## config.mk

```make
export PLATFORM = sky130hd
export DESIGN_NAME = line_buffer_with_cursor_flat
export DESIGN_NICKNAME = d
export VERILOG_FILES = /design/src/lbc_pkg.sv /design/src/lbc_if.sv /design/src/line_buffer_with_cursor.sv /design/src/lbc_cell.sv /design/src/lbc_stack.sv /design/src/flat_wrapper.sv
export SDC_FILE = /design/constraint.sdc
export NUM_CORES = 2
export LEC_CHECK = 0
export BUFFER_PORTS_ARGS = -buffer_cell sky130_fd_sc_hd__buf_2
export CAP_MARGIN = 10
export CORE_ASPECT_RATIO = 1.2
export CORE_MARGIN = 8
export CORE_UTILIZATION = 25
export DETAILED_ROUTE_END_ITERATION = 10
export SYNTH_ARGS = -nofsm -noshare
export SYNTH_HDL_FRONTEND = slang
export SYNTH_HIERARCHICAL = 1
export SYNTH_SLANG_ARGS = --single-unit
```

## constraint.sdc

```tcl
create_clock -name clk -period 70.7 [get_ports clk]
set_input_delay 3.535 -clock clk [delete_from_list [all_inputs] [get_ports clk]]
set_output_delay 3.535 -clock clk [all_outputs]
set_load 0.02 [all_outputs]
```

## src/lbc_pkg.sv

```systemverilog
// Shared types and constants for the line buffer with cursor.
package lbc_pkg;

  localparam int LINE_MAX = 128;
  localparam int CNT_W    = $clog2(LINE_MAX + 1);
  localparam int CHAR_W   = 8;
  localparam int OUT_W    = 8;

  typedef logic [CNT_W-1:0]  cnt_t;
  typedef logic [CHAR_W-1:0] char_t;

  typedef enum logic [2:0] {
    REQ_LEFT   = 3'd0,
    REQ_RIGHT  = 3'd1,
    REQ_INSERT = 3'd2,
    REQ_ERASE  = 3'd3,
    REQ_CHANGE = 3'd4
  } req_t;

  typedef enum logic [1:0] {
    ST_DONE     = 2'd0,
    ST_BOUNDARY = 2'd1,
    ST_FULL     = 2'd2
  } status_t;

  // Per-cycle command to one stack of cells
  typedef enum logic [1:0] {
    STK_HOLD = 2'd0,
    STK_PUSH = 2'd1,
    STK_POP  = 2'd2,
    STK_LOAD = 2'd3
  } stk_op_t;

  typedef struct packed {
    stk_op_t op;
    char_t   data;
  } stk_ctl_t;

  typedef struct packed {
    status_t          status;
    logic [OUT_W-1:0] cursor_pos;
    logic [OUT_W-1:0] line_length;
    char_t            char_at_cursor;
    logic             at_end;
  } res_t;

endpackage

```

## src/lbc_if.sv

```systemverilog
// Handshake interfaces for the request and result channels.
interface lbc_in_if;
  import lbc_pkg::*;
  logic             valid;
  logic             ready;
  logic [2:0]       req_type;
  logic [CHAR_W-1:0] char_value;

  modport source (output valid, req_type, char_value, input ready);
  modport sink   (input valid, req_type, char_value, output ready);
endinterface

interface lbc_out_if;
  import lbc_pkg::*;
  logic              valid;
  logic              ready;
  logic [1:0]        status;
  logic [OUT_W-1:0]  cursor_pos;
  logic [OUT_W-1:0]  line_length;
  logic [CHAR_W-1:0] char_at_cursor;
  logic              at_end;

  modport source (output valid, status, cursor_pos, line_length, char_at_cursor, at_end,
                  input ready);
  modport sink   (input valid, status, cursor_pos, line_length, char_at_cursor, at_end,
                  output ready);
endinterface

```

## src/line_buffer_with_cursor.sv

```systemverilog
// Line buffer with cursor: top level with two cell stacks, decode and output buffering.
// The result of an accepted request is registered in out_r, via the skid word if out_ch is stalled.
// Throughput: one request per cycle while the skid word is empty; every cell shifts in parallel.
// A two-word result buffer lets one more request in while a result waits to be taken.
// Reset (synchronous, rst_n low): cursor and length go to zero, result buffer empties.
// Character cells are not cleared; only cells holding live characters are ever read.
module line_buffer_with_cursor import lbc_pkg::*; (
  input  logic      clk,
  input  logic      rst_n,
  lbc_in_if.sink    in_ch,
  lbc_out_if.source out_ch
);

  // The line is held as two stacks split at the cursor:
  //   left stack  - characters before the cursor, top is the one just left of it
  //   right stack - characters from the cursor on, top is the one under it
  // Moves pop one stack and push the other; insert pushes left; erase pops right;
  // change overwrites the right top, or acts as insert past the end. No indexed access to the line is ever needed.

  cnt_t     cur_r, cur_nxt;   // cursor = size of left stack
  cnt_t     cnt_r, cnt_nxt;   // line length
  stk_ctl_t lctl, rctl;
  char_t    left_head, left_head_nxt, right_head, right_head_nxt;
  status_t  status;
  logic     do_ins;
  logic     acc;
  res_t     res;

  // result buffer: main register plus skid word
  res_t     out_r, out_nxt;
  res_t     skid_r, skid_nxt;
  logic     out_v_r, out_v_nxt;
  logic     skid_v_r, skid_v_nxt;

  assign in_ch.ready = !skid_v_r;
  assign acc         = in_ch.valid && in_ch.ready;

  // ---------------- request decode ----------------
  always_comb begin
    status  = ST_BOUNDARY;
    cur_nxt = cur_r;
    cnt_nxt = cnt_r;
    do_ins  = 1'b0;
    lctl    = '{op: STK_HOLD, data: '0};
    rctl    = '{op: STK_HOLD, data: '0};

    case (req_t'(in_ch.req_type))
      REQ_LEFT: begin
        if (cur_r != '0) begin
          status  = ST_DONE;
          cur_nxt = cur_r - CNT_W'(1);
          lctl.op = STK_POP;
          rctl    = '{op: STK_PUSH, data: left_head};
        end
      end
      REQ_RIGHT: begin
        if (cur_r < cnt_r) begin
          status  = ST_DONE;
          cur_nxt = cur_r + CNT_W'(1);
          rctl.op = STK_POP;
          lctl    = '{op: STK_PUSH, data: right_head};
        end
      end
      REQ_INSERT: begin
        do_ins = 1'b1;
      end
      REQ_ERASE: begin
        // cursor index stays: it now names the following character or the end
        if (cur_r < cnt_r) begin
          status  = ST_DONE;
          cnt_nxt = cnt_r - CNT_W'(1);
          rctl.op = STK_POP;
        end
      end
      REQ_CHANGE: begin
        if (cur_r < cnt_r) begin
          status = ST_DONE;
          rctl   = '{op: STK_LOAD, data: in_ch.char_value};
        end else begin
          do_ins = 1'b1;   // past the end: acts as insert
        end
      end
      default: begin
        status = ST_BOUNDARY;  // unknown codes are ignored
      end
    endcase

    if (do_ins) begin
      if (cnt_r >= CNT_W'(LINE_MAX)) begin
        status = ST_FULL;      // character dropped
      end else begin
        status  = ST_DONE;
        cur_nxt = cur_r + CNT_W'(1);
        cnt_nxt = cnt_r + CNT_W'(1);
        lctl    = '{op: STK_PUSH, data: in_ch.char_value};
      end
    end

    // stacks move only on an accepted word
    if (!acc) begin
      lctl.op = STK_HOLD;
      rctl.op = STK_HOLD;
    end
  end

  lbc_stack u_left (
    .clk        (clk),
    .ctl        (lctl),
    .head_o     (left_head),
    .head_nxt_o (left_head_nxt)
  );

  lbc_stack u_right (
    .clk        (clk),
    .ctl        (rctl),
    .head_o     (right_head),
    .head_nxt_o (right_head_nxt)
  );

  // result word, taken from the post-update state
  always_comb begin
    res.status         = status;
    res.cursor_pos     = OUT_W'(cur_nxt);
    res.line_length    = OUT_W'(cnt_nxt);
    res.at_end         = (cur_nxt >= cnt_nxt);
    res.char_at_cursor = res.at_end ? '0 : right_head_nxt;
  end

  // ---------------- result buffer ----------------
  always_comb begin
    out_nxt    = out_r;
    skid_nxt   = skid_r;
    out_v_nxt  = out_v_r;
    skid_v_nxt = skid_v_r;
    if (!out_v_r) begin
      if (acc) begin
        out_nxt   = res;
        out_v_nxt = 1'b1;
      end
    end else if (out_ch.ready) begin
      if (skid_v_r) begin
        out_nxt    = skid_r;
        skid_v_nxt = 1'b0;
      end else if (acc) begin
        out_nxt = res;
      end else begin
        out_v_nxt = 1'b0;
      end
    end else if (acc) begin
      skid_nxt   = res;
      skid_v_nxt = 1'b1;
    end
  end

  always_ff @(posedge clk) begin
    if (!rst_n) begin
      cur_r    <= '0;
      cnt_r    <= '0;
      out_v_r  <= 1'b0;
      skid_v_r <= 1'b0;
    end else begin
      if (acc) begin
        cur_r <= cur_nxt;
        cnt_r <= cnt_nxt;
      end
      out_v_r  <= out_v_nxt;
      skid_v_r <= skid_v_nxt;
    end
    out_r  <= out_nxt;
    skid_r <= skid_nxt;
  end

  assign out_ch.valid          = out_v_r;
  assign out_ch.status         = out_r.status;
  assign out_ch.cursor_pos     = out_r.cursor_pos;
  assign out_ch.line_length    = out_r.line_length;
  assign out_ch.char_at_cursor = out_r.char_at_cursor;
  assign out_ch.at_end         = out_r.at_end;

  // ---------------- assertions ----------------
  a_len_max: assert property (@(posedge clk) disable iff (!rst_n)
    cnt_r <= CNT_W'(LINE_MAX))
    else $error("line length beyond capacity");

  a_cur_len: assert property (@(posedge clk) disable iff (!rst_n)
    cur_r <= cnt_r)
    else $error("cursor beyond line end");

  a_skid_order: assert property (@(posedge clk) disable iff (!rst_n)
    skid_v_r |-> out_v_r)
    else $error("skid word held with empty output register");

  a_ins_grow: assert property (@(posedge clk) disable iff (!rst_n)
    (acc && do_ins && status == ST_DONE) |=> (cnt_r == $past(cnt_r) + CNT_W'(1)))
    else $error("insert did not grow the line");

  a_ins_head: assert property (@(posedge clk) disable iff (!rst_n)
    (acc && do_ins && status == ST_DONE) |-> (left_head_nxt == in_ch.char_value))
    else $error("inserted character not left of the cursor");

  a_full_hold: assert property (@(posedge clk) disable iff (!rst_n)
    (acc && status == ST_FULL) |=> ($stable(cnt_r) && $stable(cur_r)))
    else $error("dropped character changed the line");

endmodule

```

## src/lbc_cell.sv

```systemverilog
// One character cell of a stack chain.
module lbc_cell import lbc_pkg::*; (
  input  logic    clk,
  input  stk_op_t op,
  input  char_t   push_in,
  input  char_t   pop_in,
  output char_t   data_o,
  output char_t   data_nxt_o
);

  char_t data_r, data_nxt;

  always_comb begin
    case (op)
      STK_PUSH: data_nxt = push_in;
      STK_POP:  data_nxt = pop_in;
      STK_LOAD: data_nxt = push_in;
      STK_HOLD: data_nxt = data_r;
      default:  data_nxt = data_r;
    endcase
  end

  always_ff @(posedge clk) begin
    data_r <= data_nxt;
  end

  assign data_o     = data_r;
  assign data_nxt_o = data_nxt;

endmodule

```

## src/lbc_stack.sv

```systemverilog
// Stack of LINE_MAX cells; cell 0 is the top, every cell shifts with its neighbors.
module lbc_stack import lbc_pkg::*; (
  input  logic     clk,
  input  stk_ctl_t ctl,
  output char_t    head_o,
  output char_t    head_nxt_o
);

  char_t   cell_q [LINE_MAX];
  stk_op_t cell_op [LINE_MAX];

  for (genvar i = 0; i < LINE_MAX; i++) begin : g_cell
    char_t push_w, pop_w, nxt_w;

    // Load only touches the top cell
    if (i == 0) begin : g_head
      assign cell_op[i] = ctl.op;
      assign push_w     = ctl.data;
      assign head_nxt_o = nxt_w;
    end else begin : g_body
      assign cell_op[i] = (ctl.op == STK_LOAD) ? STK_HOLD : ctl.op;
      assign push_w     = cell_q[i-1];
    end

    if (i == LINE_MAX - 1) begin : g_tail
      assign pop_w = '0;
    end else begin : g_mid
      assign pop_w = cell_q[i+1];
    end

    lbc_cell u_cell (
      .clk        (clk),
      .op         (cell_op[i]),
      .push_in    (push_w),
      .pop_in     (pop_w),
      .data_o     (cell_q[i]),
      .data_nxt_o (nxt_w)
    );
  end

  assign head_o = cell_q[0];

endmodule
```

## src/flat_wrapper.sv

```systemverilog
// flat-port wrapper written by rule: the top's interface ports become plain ports
module line_buffer_with_cursor_flat import lbc_pkg::*;
  (clk, rst_n, in_ch_valid, in_ch_req_type, in_ch_char_value, in_ch_ready, out_ch_valid, out_ch_status, out_ch_cursor_pos, out_ch_line_length, out_ch_char_at_cursor, out_ch_at_end, out_ch_ready);
  lbc_in_if in_ch_i ();
  lbc_out_if out_ch_i ();
  input  logic clk;
  input  logic rst_n;
  input wire logic [$bits(in_ch_i.valid)-1:0] in_ch_valid;
  input wire logic [$bits(in_ch_i.req_type)-1:0] in_ch_req_type;
  input wire logic [$bits(in_ch_i.char_value)-1:0] in_ch_char_value;
  output wire logic [$bits(in_ch_i.ready)-1:0] in_ch_ready;
  output wire logic [$bits(out_ch_i.valid)-1:0] out_ch_valid;
  output wire logic [$bits(out_ch_i.status)-1:0] out_ch_status;
  output wire logic [$bits(out_ch_i.cursor_pos)-1:0] out_ch_cursor_pos;
  output wire logic [$bits(out_ch_i.line_length)-1:0] out_ch_line_length;
  output wire logic [$bits(out_ch_i.char_at_cursor)-1:0] out_ch_char_at_cursor;
  output wire logic [$bits(out_ch_i.at_end)-1:0] out_ch_at_end;
  input wire logic [$bits(out_ch_i.ready)-1:0] out_ch_ready;
  assign in_ch_i.valid = in_ch_valid;
  assign in_ch_i.req_type = in_ch_req_type;
  assign in_ch_i.char_value = in_ch_char_value;
  assign in_ch_ready = in_ch_i.ready;
  assign out_ch_valid = out_ch_i.valid;
  assign out_ch_status = out_ch_i.status;
  assign out_ch_cursor_pos = out_ch_i.cursor_pos;
  assign out_ch_line_length = out_ch_i.line_length;
  assign out_ch_char_at_cursor = out_ch_i.char_at_cursor;
  assign out_ch_at_end = out_ch_i.at_end;
  assign out_ch_i.ready = out_ch_ready;
  line_buffer_with_cursor u_core (.clk(clk), .rst_n(rst_n), .in_ch(in_ch_i), .out_ch(out_ch_i));
endmodule
```

==> metrics.md <==
| Metric | Value |
|---|---|
| Status | `completed` |
| Sequential share of the synthesized area | `0.4797` |
| Skew-Pair Late Insertion Delay | `around 850 ps` |
| Layout Nets | `approximately 9000` |
| Top area cells in the synthesized netlist | `dfxtp_1, mux2i_1, o21ai_1` |
| Final hold vios | `0` |
| Tcrit/Tclk final | `0.1335` |
| EDFF count, synth | `54` |
| RD Place Congestion | `roughly 0.76` |
| I/O pin count | `44` |
| H-tree levels | `4` |
| CP max stage delay | `~930 ps` |
| Hold-fix buffers, CTS | `0` |
| Starting Density | `0.2503` |
| Die area | `approximately 380000 sq um` |
| FFs w/ async S/R, synth | `0` |
| Gr ovfl total | `0` |
| Static Leak | `between 20 and 30 nW` |
| Crit Path Category | `in2reg` |
| Cell Area, Synth | `around 90000 sq um` |
| Chip width | `562.5 microns` |
| Clk slew on worst S/H paths | `60 ps` |
| Fill cell count | `37850` |
| Finish-stage setup viols | `0` |
| CP max FO | `around 120` |
| Min Hold Slack | `417.0 ps` |
| Core area | `357900 sq um` |
| Total track usage | `0.07074` |
| CTS buffer count | `between 200 and 250` |
| Core Util, Final | `0.2726` |
| Design Power | `~2.5 mW` |
| DRC violations left | `0` |
| Clk_skew | `77.70 ps` |
| Wirelength, routed | `roughly 140 mm` |
| Pre-antenna DRT Iters | `5` |
| Most used DFF post-synth | `dfxtp_1` |
| Cell variety after synth | `63` |
| Via count | `58960` |
| Min-Delay Path Class | `reg2reg` |
| CTS tree | `done` |
| Multi-input logic area | `40730 sq um` |
| F_max | `approximately 110 MHz` |
| Cells after synthesis | `9170` |
| Register bit total from synthesis | `about 2100` |
| First DRT Iteration DRCs | `3159` |
| RSZ-0062 raised after global routing | `no` |
| Vias in the first global route | `approximately 55000` |
| Wire length of the first global-routing pass | `247.0 mm` |
| Clk sink count | `between 2000 and 2500` |
| Max IR drop VDD | `about 0.023 mV` |
| Post-CTS setup buffers | `0` |
| Total of max-cap violations | `0` |
| Synth area leader | `dfxtp_1` |
| Clock Path Buffers | `4` |
| WP data arrival | `between 10000 and 15000 ps` |
| Max-slew violation count | `0` |
| Post-DP HPWL | `slightly below 80 mm` |
| Via density | `~4.3` |
| Post-synth top cells | `nand2_1, dfxtp_1, o21ai_1` |
| Share of cells above drive strength 1 | `0.04934` |
| Most common cell in the netlist | `nand2_1` |
| Post-DR wirelength/cell | `10.02 microns` |
| Register area | `42980 sq um` |
| Critical path's most frequent cell | `buf_4` |
| Die height | `approximately 670 microns` |
| Setup TNS | `0 ps` |
| IO Port Bufs | `43` |
| Routed Antenna Nets | `0` |
| Crit-path cells | `buf_2 -> or3b_1 -> a211oi_2 -> o21ai_1 -> and3_1 -> nor2_2 -> nor2b_4 -> buf_4 -> buf_4 -> buf_4 -> buf_4 -> nand2_1 -> o21ai_1` |
| Synth-to-Final Area Change | `8.892%` |
| Syn Area/Cell | `about 10 sq um` |
| CP startpoint kind | `primary input` |
| Root buffer cell | `clkbuf_16` |
| Initial antenna violation count | `1` |
| Post_cts resized | `0` |
| Largest net degree at the start of global routing | `approximately 270` |
| Pwr Density | `~26 nW/um^2` |
| Synth Warn # | `6` |
| Max-slew headroom | `0.2219` |
| Slowest-stage cell, CP | `buf_4` |
| Row cnt | `~240` |
| CP Capture Type | `flip-flop` |
| Actual slew at the worst max-slew pin | `roughly 1200 ps` |
| Min cycle time layout | `~9400 ps` |
| WP data required | `71460 ps` |
| Area share of the largest cell type after synthesis | `0.4616` |
metal layers:
layer / vias to the layer above / global-route usage / part of all wire / wire length [microns]
li1: 31460 / - / - / -
met1: 26790 / 0.08690 / 0.49 / 68350
met2: 458 / 0.1229 / 0.44 / 61260
met3: 258 / 0.01471 / 0.038 / 5286
met4: 0 / 0.02350 / 0.029 / 3973
met5: - / 0 / 0 / 0
cell type report:
cell class,count,share of cell area
flip-flops and latches,2120,0.4405
multi-input cells,6497,0.4174
clock buffers,313,0.06459
well taps,4738,0.06076
repair buffers,107,0.008540
clock inverters,57,0.007194
inverters,26,0.001000
diodes,1,0.00002565
sequential cells by signal, indices dropped and copies added, names as in the netlist, 2 cells and up:
signal	count
u_core/cnt_r	8
u_core/cur_r	8
u_core/out_ch.char_at_cursor	8
u_core/out_ch.cursor_pos	8
u_core/out_ch.line_length	8
u_core/out_ch.status	2
u_core/skid_r	27
u_core/u_left/g_cell.u_cell/data_o	1024
u_core/u_right/g_cell.u_cell/data_o	1024
kinds of logic (layout without fill, tap and decap cells):
family                     after synthesis  count (layout)  synth area share
and+or+nand+nor                       2188            2188           0.09358
buffers and inverters                  567             503           0.06683
DFF                                   2120            2120            0.4797
adders and majority gates               20              20          0.002793
xor gates and xnor gates                15              15          0.001466
muxes                                 2049            2049            0.2289
AOI/OAI and AO/OA                     2209            2209            0.1267
other                                    2              17        0.00008381
power breakdown:
group / internal, mW / switching, mW / total, mW / leakage [nW]
clock network: 0.666 / 0.463 / 1.13 / 3.45
logic: 0.0586 / 0.112 / 0.171 / 8.96
registers: 1.23 / 0.0205 / 1.25 / 17.2
stage by stage:
| step | cell area (sq um) | cells | setup slack (ps) |
|---|---|---|---|
| 4_1_cts | 97570 | 13860 | 61400 |
| 3_5_place_dp | 90570 | 13490 | 60530 |
| 2_1_floorplan | 89660 | 9184 | 31970 |
| 3_3_place_gp | 90570 | 13490 | 60560 |
| 6_report | 97570 | 13860 | 61260 |
| 5_1_grt | 97570 | 13860 | 60670 |
worst paths after layout:
kind | startpoint | end | slack, ps | depth (start not counted)
worst min register to register | u_core/u_right/g_cell[39].u_cell/data_o[3] | u_core/u_right/g_cell[40].u_cell/data_o[3] | 420 | 2
worst max register to register | u_core/cnt_r[7] | u_core/u_right/g_cell[97].u_cell/data_o[5] | 62590 | 16
worst max-delay path | in_ch_req_type[0] | u_core/u_left/g_cell[92].u_cell/data_o[7] | 61260 | 13
worst min-delay path | u_core/u_right/g_cell[39].u_cell/data_o[3] | u_core/u_right/g_cell[40].u_cell/data_o[3] | 420 | 2
critical path: cells and delay by family:
family / cells / cell delay (ps)
buffers and inverters: 5 / 3550
AOI/OAI and AO/OA: 3 / 530
and+or+nand+nor: 5 / 2350
layout by cell type (no fill, tap or decap), types with 26 or more instances in the layout:
cell	instances
edfxtp_1	54
nor2_1	35
mux2i_1	2048
clkbuf_1	46
clkbuf_8	49
nand2_1	2073
clkbuf_16	218
dfxtp_1	2066
buf_4	53
buf_2	43
clkinv_2	26
o21ai_1	2052
a21oi_1	32
o22ai_1	27
Power figures use the tool's default switching activity.
